<file path="config.mk">
export PLATFORM = sky130hd
export DESIGN_NAME = bls_cell
export DESIGN_NICKNAME = d
export VERILOG_FILES = /design/src/hdl/bls_pkg.sv /design/src/hdl/bls_cell.sv
export SDC_FILE = /design/constraint.sdc
export NUM_CORES = 1
export LEC_CHECK = 0
export ABC_CLOCK_PERIOD_IN_PS = 4000
export BUFFER_PORTS_ARGS = -buffer_cell sky130_fd_sc_hd__buf_2
export CAP_MARGIN = 10
export CORE_MARGIN = 2
export CORE_UTILIZATION = 50
export CTS_BUF_LIST = sky130_fd_sc_hd__clkbuf_8
export CTS_CLUSTER_DIAMETER = 50
export DETAILED_ROUTE_END_ITERATION = 10
export PLACE_DENSITY = 0.94
export SLEW_MARGIN = 20
export SYNTH_ARGS = -nofsm -noshare
export SYNTH_HDL_FRONTEND = slang
export SYNTH_SLANG_ARGS = --single-unit
</file>
<file path="constraint.sdc">
create_clock -name clock -period 4 [get_ports clock]
set_input_delay 0.6 -clock clock [delete_from_list [all_inputs] [get_ports clock]]
set_output_delay 0.6 -clock clock [all_outputs]
set_load 0.02 [all_outputs]
</file>
<file path="src/hdl/bls_pkg.sv">
// Shared types, sizes and word-format helpers for the bounded LIFO stack.
// Used by bls_cell and bounded_lifo_stack_unit; depends on nothing else.
package bls_pkg;

   // Built size of the stack and stored word width
   localparam int DEPTH      = 64;
   localparam int DATA_WIDTH = 32;

   // Fixed field widths of the ports
   localparam int WORD_W    = 32;
   localparam int CAP_W     = 7;
   localparam int POS_W     = 7;
   localparam int CNT_OUT_W = 7;

   // Internal count width and the width used for count/capacity compares
   localparam int CNT_W = $clog2(DEPTH + 1);
   localparam int CMP_W = (CNT_W > CAP_W) ? CNT_W : CAP_W;

   localparam logic [CAP_W-1:0] CAP_RESET = 7'd64;

   typedef enum logic [1:0] {
      CMD_PUSH = 2'd0,
      CMD_POP  = 2'd1,
      CMD_PEEK = 2'd2,
      CMD_TOP  = 2'd3
   } cmd_type;

   typedef enum logic [1:0] {
      ST_OK        = 2'd0,
      ST_OVERFLOW  = 2'd1,
      ST_UNDERFLOW = 2'd2,
      ST_BADPOS    = 2'd3
   } status_type;

   typedef enum logic [0:0] {
      FSM_IDLE = 1'b0,
      FSM_PEEK = 1'b1
   } fsm_type;

   // Per-cycle control broadcast to every cell of the chain
   typedef struct packed {
      logic push;   // entries move one cell down, new word enters at the top
      logic pop;    // entries move one cell up
      logic load;   // copy each entry into its read lane
      logic shift;  // read lane moves one cell up
   } cell_ctrl_type;

   // Cut or sign-extend a 32-bit push word to the stored width
   function automatic logic [DATA_WIDTH-1:0] to_entry(input logic [WORD_W-1:0] v);
      logic [WORD_W+63:0] ext;
      ext = {{64{v[WORD_W-1]}}, v};
      return ext[DATA_WIDTH-1:0];
   endfunction

   // Sign-extend a stored word, then cut it to the 32-bit data field
   function automatic logic [WORD_W-1:0] to_word(input logic [DATA_WIDTH-1:0] w);
      logic [DATA_WIDTH+WORD_W-1:0] ext;
      ext = {{WORD_W{w[DATA_WIDTH-1]}}, w};
      return ext[WORD_W-1:0];
   endfunction

endpackage

</file>
<file path="src/hdl/bls_cell.sv">
// One stack cell: an entry register plus a read-lane register.
// Depends on bls_pkg for the word width and the cell control struct.
module bls_cell (
   input  logic                               clock,
   input  bls_pkg::cell_ctrl_type             ctrl,
   input  logic [bls_pkg::DATA_WIDTH-1:0]     above_entry,
   input  logic [bls_pkg::DATA_WIDTH-1:0]     below_entry,
   input  logic [bls_pkg::DATA_WIDTH-1:0]     below_lane,
   output logic [bls_pkg::DATA_WIDTH-1:0]     entry_out,
   output logic [bls_pkg::DATA_WIDTH-1:0]     lane_out
);

   logic [bls_pkg::DATA_WIDTH-1:0] entry_ff;
   logic [bls_pkg::DATA_WIDTH-1:0] entry_in;
   logic [bls_pkg::DATA_WIDTH-1:0] lane_ff;
   logic [bls_pkg::DATA_WIDTH-1:0] lane_in;

   // Take the neighbor's entry on push or pop, else hold
   always_comb begin
      entry_in = entry_ff;
      if (ctrl.push) begin
         entry_in = above_entry;
      end else if (ctrl.pop) begin
         entry_in = below_entry;
      end
   end

   // Snapshot the entry, or advance the lane toward the top
   always_comb begin
      lane_in = lane_ff;
      if (ctrl.load) begin
         lane_in = entry_ff;
      end else if (ctrl.shift) begin
         lane_in = below_lane;
      end
   end

   always_ff @(posedge clock) begin
      entry_ff <= entry_in;
      lane_ff  <= lane_in;
   end

   assign entry_out = entry_ff;
   assign lane_out  = lane_ff;

endmodule

</file>
* Word-level counts from Yosys, hierarchy flattened
Index checks and enable logic that the tools add are counted.
** Storage, ports and cells
- Output and inout port bits :: 64
- Logic and storage cells :: 8
- Bits in registers :: 64
** Cells by class
- Muxes and demuxes :: 4
- Reduce and logical (&&, ||, !) cells :: 2
** Operators by type and width (number)
- 32-bit 2-to-1 mux :: 4
- 2-bit nonzero test :: 2

* Longest topological paths before layout
Gate-level depths: netlist of the first run.
- Depth after elaboration :: 2
- Depth in mapped cells :: 3
- Depth with buffers taken out :: 1

* Worst setup path after synthesis of the first run
OpenSTA, ideal clock, no wires.
- Path kind :: input to register
- Start point :: input ctrl[3] (netlist name)
- End point :: register entry_ff (netlist bit entry_out[0]), enable pin
- Stages on the path :: 3
- Slack :: 1.987 ns
- Library setup time :: 0.390 ns
- Data required time :: 3.610 ns
- Arrival :: 1.622 ns
- Cell sequence :: buf_6 buf_12 or2_1
** On the way
- Longest elaborated chain between the ends :: 1
** RTL lines
- start, declared :: RTL line bls_cell.sv:5 : input bls_pkg::cell_ctrl_type ctrl,
- 2-bit nonzero test (no line)
- end signal, assigned :: RTL line bls_cell.sv:39 : entry_ff <= entry_in;
- end, declared :: RTL line bls_cell.sv:13 : logic [bls_pkg::DATA_WIDTH-1:0] entry_ff;
No other way between the ends.
A chain may end at the register's enable or synchronous reset.

* Worst setup path in the final report of the first run
- Start point :: input ctrl[1] (netlist name)
- End point :: register lane_ff (netlist bit lane_out[10]) (data pin)
** On the way
- Longest elaborated chain between the ends :: 1
** RTL lines
- 32-bit 2-to-1 mux :: RTL line bls_cell.sv:31 : if (ctrl.load) begin
- via lane_in, one bit :: RTL line bls_cell.sv:16 : logic [bls_pkg::DATA_WIDTH-1:0] lane_in;
- end signal, assigned :: RTL line bls_cell.sv:40 : lane_ff <= lane_in;
- end, declared :: RTL line bls_cell.sv:15 : logic [bls_pkg::DATA_WIDTH-1:0] lane_ff;
The timed path passes the listed nets, and every way through them passes these cells.

==> results of run 1 <==
==> cells in the final DEF, fill, tap and decap left out <==
cell type | Yosys | layout
clkbuf_8 | 0 | 9
clkinv_2 | 0 | 1
bufinv_16 | 0 | 2
clkinv_1 | 0 | 1
or2_1 | 2 | 2
edfxtp_1 | 64 | 64
inv_1 | 0 | 3
buf_2 | 0 | 164
mux2_4 | 58 | 58
mux2_2 | 6 | 6
buf_4 | 0 | 4
==> worst max path at each step <==
stage,cells after the start,endpoint,slack (ps),startpoint
global placement,3,lane_out[6],1980,ctrl[1]
finish,3,lane_out[10],2300,ctrl[1]
detailed placement,3,lane_out[12],1940,ctrl[1]
CTS,3,lane_out[10],2300,ctrl[1]
global route,3,lane_out[17],2240,ctrl[1]
floorplan,3,entry_out[0],1990,ctrl[3]
==> routing by layer <==
metal / part of all wire (%) / wire [um]
met2: 49 / 3078
met4: 1.1 / 67
met1: 40 / 2531
met5: 0 / 0
met3: 10 / 632
==> logic make-up after synthesis <==
logic type | count (synthesis) | share of synthesized area [%]
and+or+nand+nor | 2 | 0.4149
DFF | 64 | 63.73
buffers and inverters | 8 | 4.730
muxes | 64 | 31.12
==> sequential cells by signal (all words and copies together), names as in the netlist <==
name / flops
entry_out: 32
lane_out: 32
==> synthesized netlist by cell type <==
cell type and instances:
buf_12 6, buf_6 2, edfxtp_1 64, mux2_2 6, mux2_4 58, or2_1 2
==> area by class of cell <==
cell class              count  share of cell area (%)
flip-flops and latches     64                   47.79
multi-input cells          66                   23.65
clock inverters             7                   1.991
well taps                  75                   2.334
repair buffers            168                   21.16
clock buffers               9                   3.080
==> where the power goes <==
| group | total, uW | leakage, uW | internal (uW) | switching [uW] |
|---|---|---|---|---|
| Clock | 563 | 0.000114 | 341 | 222 |
| Combinational | 351 | 0.00117 | 168 | 182 |
| Sequential | 858 | 0.000652 | 829 | 29.1 |
==> stage by stage <==
step	hold WS, ps	util, %	area [um2]	cells	total power (uW)
2_1_floorplan	716.6	-	3015	138	1099
3_3_place_gp	554.0	64.86	3817	373	1214
3_5_place_dp	564.1	64.86	3817	373	1227
4_1_cts	549.4	68.32	4021	389	1798
5_1_grt	551.7	68.32	4021	389	1847
6_report	568.0	68.32	4021	389	1772
==> flow_metrics.py, run 1 <==
metrics = {
    "synth": {
        "synth_area_um2": 3015,
        "ys_warn_count": 0,
        "ys_ff_latch": 64,
        "seq_area_frac_synth_pct": 63.73,
        "ys_top_cells_by_area": "edfxtp_1 64%, mux2_4 29%, buf_12 4.0%",
        "synth.avg_cell_area_um2": 21.85,
        "syn-num-nets": 239,
        "synth_top_cell_area_share_pct": 63.73,
        "syn_inst": 138,
        "synth_top_cell_by_area": "edfxtp_1",
        "ys_types": 6,
    },
    "sta": {
        "max_clock_freq_mhz": 587.2,
        "setup_tns_ps": 0,
        "rsz0062_at_grt": "no",
        "final.setup.worst_slack_ps": 2297,
        "period_minus_slack_ps": 1703,
        "slew_headroom_pct": 64.54,
        "setup_viol": 0,
        "fin_crit_sh_pct": 42.58,
        "clock_skew_ps": 7.126,
        "slew_violations": 0,
        "hold_viol": 0,
        "worstMarginPinSlew_ps": 531.8,
    },
    "pwr": {
        "ir_worst_vdd_mv": 0.2519,
        "power_density_nw_per_um2": 440.7,
        "power.leakage_uw": 0.001934,
    },
    "critical_path": {
        "path_buf_inv": 2,
        "cp_max_fo": 17,
        "r2r_start": "entry_out[2]",
        "critical_path_class": "input port to register",
        "required_ps": 4070,
        "rr_endpoint": "lane_out[2]",
        "end_kind": "register",
        "cp_cell_sequence": "buf_2 -> buf_4 -> mux2_4",
        "cp_slowest_cell": "buf_2",
        "cp-start-kind": "input port",
        "reg2reg_depth": 1,
        "cp.arrival_ps": 1780,
        "r2r_slack_ps": 3060,
        "crit_path_max_incr_delay_ps": 430,
        "critical-path-top-delay-family": "buffers and inverters",
    },
    "clock_network": {
        "path_clk_slew_ps": 70,
        "cts_buffers": 9,
        "ctsHoldBuffers": 0,
        "htree_levels": 3,
        "clockRootBuffer": "clkbuf_8",
        "cts_resized": 0,
        "clk_path_buf_depth": 2,
        "cts_setup_buffers": 0,
        "clk_latency_ps": 330,
        "cts_tree": "yes",
        "cts_sinks": 64,
    },
    "detailed_routing": {
        "drtIter0Drc": 63,
        "postRouteAntennaNets": 0,
        "wl_um": 6309,
        "wire_per_inst_um": 16.22,
        "dr_total_vias": 1892,
        "post_drt_via_cell_ratio": 4.864,
        "drc": 0,
        "drtPass1Iterations": 4,
    },
    "global_route": {
        "grtUsageMet2_pct": 31.48,
        "grt_usage_pct": 18.17,
        "grt_util_met3_pct": 5.604,
        "grt_overflow": 0,
        "grt-busiest-layer": "met2",
        "grt_pass1_wl_um": 8694,
        "grtUsageMet1_pct": 20.92,
        "antenna_found_initial": 0,
        "grt_pass1_vias": 1854,
        "grt_max_degree": 33,
    },
    "cells_and_area": {
        "seq_area_um2": 1922,
        "syn_to_final_growth_pct": 33.36,
        "drive_above_1_share_pct": 77.71,
        "fillers": 424,
        "diodes": 0,
        "fin_nets": 410,
        "multiInputGateArea_um2": 950.9,
    },
    "place": {
        "port_buffers": 164,
        "gp_congestion": 0.6967,
        "dp_slack_ps": 1943,
    },
    "floorplan": {
        "die_area_um2": 6668,
        "core_um2": 5886,
        "ios": 165,
        "initial_core_util_pct": 51.23,
        "die_w_um": 81.66,
        "die_height_um": 81.66,
        "placementRows": 28,
    },
    "run_status": {
        "status": "complete, no violations",
    },
    "hold_path": {
        "hp-class": "input port to register",
        "min_from": "below_entry[26]",
        "holdPathEnd": "entry_out[26]",
        "hold-path-cell-count": 2,
    },
    "run": {
        "cap_viol_max_count": 0,
    },
}
Power figures use the tool's default switching activity.
==> inputs of run 2 (changes only) <==
--- a/config.mk
+++ b/config.mk
@@ -5,15 +5,15 @@
 export SDC_FILE = /design/constraint.sdc
 export NUM_CORES = 1
 export LEC_CHECK = 0
-export ABC_CLOCK_PERIOD_IN_PS = 4000
+export ABC_CLOCK_PERIOD_IN_PS = 1500
 export BUFFER_PORTS_ARGS = -buffer_cell sky130_fd_sc_hd__buf_2
 export CAP_MARGIN = 10
 export CORE_MARGIN = 2
-export CORE_UTILIZATION = 50
+export CORE_UTILIZATION = 42
 export CTS_BUF_LIST = sky130_fd_sc_hd__clkbuf_8
 export CTS_CLUSTER_DIAMETER = 50
 export DETAILED_ROUTE_END_ITERATION = 10
-export PLACE_DENSITY = 0.94
+export PLACE_DENSITY = 0.85
 export SLEW_MARGIN = 20
 export SYNTH_ARGS = -nofsm -noshare
 export SYNTH_HDL_FRONTEND = slang
==> constraint.sdc (replaced) <==
create_clock -name clock -period 1.5 [get_ports clock]
set_input_delay 0.225 -clock clock [delete_from_list [all_inputs] [get_ports clock]]
set_output_delay 0.225 -clock clock [all_outputs]
set_load 0.02 [all_outputs]
==> run 2 against run 1 <==
  * Non-clock buffer count is 1 higher
  * Critical path depth is 2 lower
  * Clock skew hardly changed
  * Via count is 2.0% lower
  * Largest power group unchanged
  * Highest routed layer unchanged
==> flow_metrics.py, run 2 (synthesized netlist as in run 1, its figures left out) <==
metrics = {
    "run_status": {
        "status": "complete, no violations",
    },
    "global_route": {
        "grt_pass1_wl_um": 9190,
        "grt_max_degree": 33,
        "grt_pass1_vias": 1956,
        "antenna_found_initial": 0,
        "grt_overflow": 0,
        "grt_usage_pct": 16.25,
    },
    "pwr": {
        "ir_worst_vdd_mv": 0.7304,
        "power_density_nw_per_um2": 1129,
        "power.leakage_uw": 0.001932,
    },
    "detailed_routing": {
        "drtPass1Iterations": 4,
        "drc": 0,
        "wl_um": 6660,
        "dr_total_vias": 1855,
        "drtIter0Drc": 32,
        "wire_per_inst_um": 16.24,
        "postRouteAntennaNets": 0,
        "post_drt_via_cell_ratio": 4.524,
    },
    "sta": {
        "max_clock_freq_mhz": 874.3,
        "fin_crit_sh_pct": 76.25,
        "clock_skew_ps": 7.252,
        "hold-worst-slack_ps": 198.2,
        "period_minus_slack_ps": 1144,
        "worstMarginPinSlew_ps": 741.3,
        "slew_violations": 0,
        "slew_headroom_pct": 50.58,
        "hold_viol": 0,
        "rsz0062_at_grt": "no",
        "setup_tns_ps": 0,
        "setup_viol": 0,
    },
    "clock_network": {
        "cts_setup_buffers": 0,
        "htree_levels": 3,
        "clk_path_buf_depth": 2,
        "clk_latency_ps": 320,
        "cts_resized": 0,
        "cts_tree": "yes",
        "cts_sinks": 64,
        "ctsHoldBuffers": 0,
        "path_clk_slew_ps": 70,
        "clockRootBuffer": "clkbuf_8",
        "cts_buffers": 9,
    },
    "critical_path": {
        "r2r_start": "entry_out[4]",
        "cp_cell_sequence": "buf_2",
        "cp.arrival_ps": 920,
        "cp-start-kind": "register",
        "rr_endpoint": "lane_out[4]",
        "required_ps": 1270,
        "path_buf_inv": 1,
        "critical-path-top-delay-family": "flip-flops",
        "end_kind": "output port",
        "r2r_slack_ps": 550,
        "cp_slowest_cell": "edfxtp_1",
        "critical_path_class": "register to output port",
        "cp_max_fo": 2,
        "reg2reg_depth": 1,
        "crit_path_max_incr_delay_ps": 420,
    },
    "cells_and_area": {
        "seq_area_um2": 1922,
        "syn_to_final_growth_pct": 34.77,
        "drive_above_1_share_pct": 78.66,
        "mostFrequentLayoutCells": "164 x buf_2, 64 x edfxtp_1, 58 x mux2_4, 9 x clkbuf_8, 6 x mux2_2",
        "multiInputGateArea_um2": 950.9,
        "fillers": 544,
        "fin_nets": 411,
        "layout_commonest_cell": "buf_2",
        "diodes": 0,
    },
    "place": {
        "gp_congestion": 0.7070,
        "dp_hpwl_um": 5261,
        "port_buffers": 164,
    },
    "floorplan": {
        "die_height_um": 88.73,
        "placementRows": 30,
        "ios": 165,
        "initial_core_util_pct": 43.90,
        "die_area_um2": 7873,
        "die_w_um": 88.73,
        "core_um2": 6869,
    },
    "hold_path": {
        "holdPathEnd": "lane_out[13]",
        "min_from": "below_lane[13]",
        "hold-path-cell-count": 2,
        "hp-class": "input port to register",
    },
    "run": {
        "cap_viol_max_count": 0,
    },
}
## run 2: cell count changes in the layout (fill, tap and decap cells not counted), sizes merged
cell and delta:
buf +1, bufinv -1, clkinv +3, inv -3
## run 2: per-stage QoR
| stage | area (um2) | setup slack [ps] | utilization (%) | cells | power [uW] |
|---|---|---|---|---|---|
| global placement | 3889 | 202.0 | 56.61 | 395 | 3266 |
| global route | 4064 | 312.7 | 59.16 | 410 | 4784 |
| floorplan | 3015 | 161.3 | - | 138 | 2931 |
| CTS | 4064 | 329.3 | 59.16 | 410 | 4650 |
| finish | 4064 | 356.2 | 59.16 | 410 | 4588 |
| detailed placement | 3889 | 176.8 | 56.61 | 395 | 3296 |
## run 2: layout make-up
class / instances / share of cell area, %
clock buffer: 9 / 3.048
clock inverter: 6 / 1.262
multi-input combinational: 66 / 23.40
sequential: 64 / 47.29
tap: 96 / 2.956
timing repair buffer: 169 / 22.04
## run 2: report_power, final
group | internal, uW | switching (uW)
logic | 461 | 493
clock network | 735 | 608
registers | 2210 | 79.5
## run 2: layer usage
metal / GRT usage (%) / wire [um] / vias to the layer above / part of all wire, %
met2: 30.26 / 3733 / 84 / 56
met5: 0 / 0 / - / 0
met4: 6.887 / 69 / 0 / 1.0
li1: - / - / 882 / -
met3: 5.410 / 493 / 8 / 7.4
met1: 16.40 / 2363 / 881 / 35
## run 2: how the worst max path moves through the flow
stage | startpoint | to | slack [ps] | cells past startpoint
floorplan | ctrl[3] | entry_out[0] | 160 | 3
global placement | ctrl[3] | entry_out[13] | 200 | 2
detailed placement | ctrl[3] | entry_out[16] | 180 | 2
CTS | entry_out[18] | entry_out[18] | 330 | 1
global route | entry_out[4] | entry_out[4] | 310 | 1
finish | entry_out[18] | entry_out[18] | 360 | 1
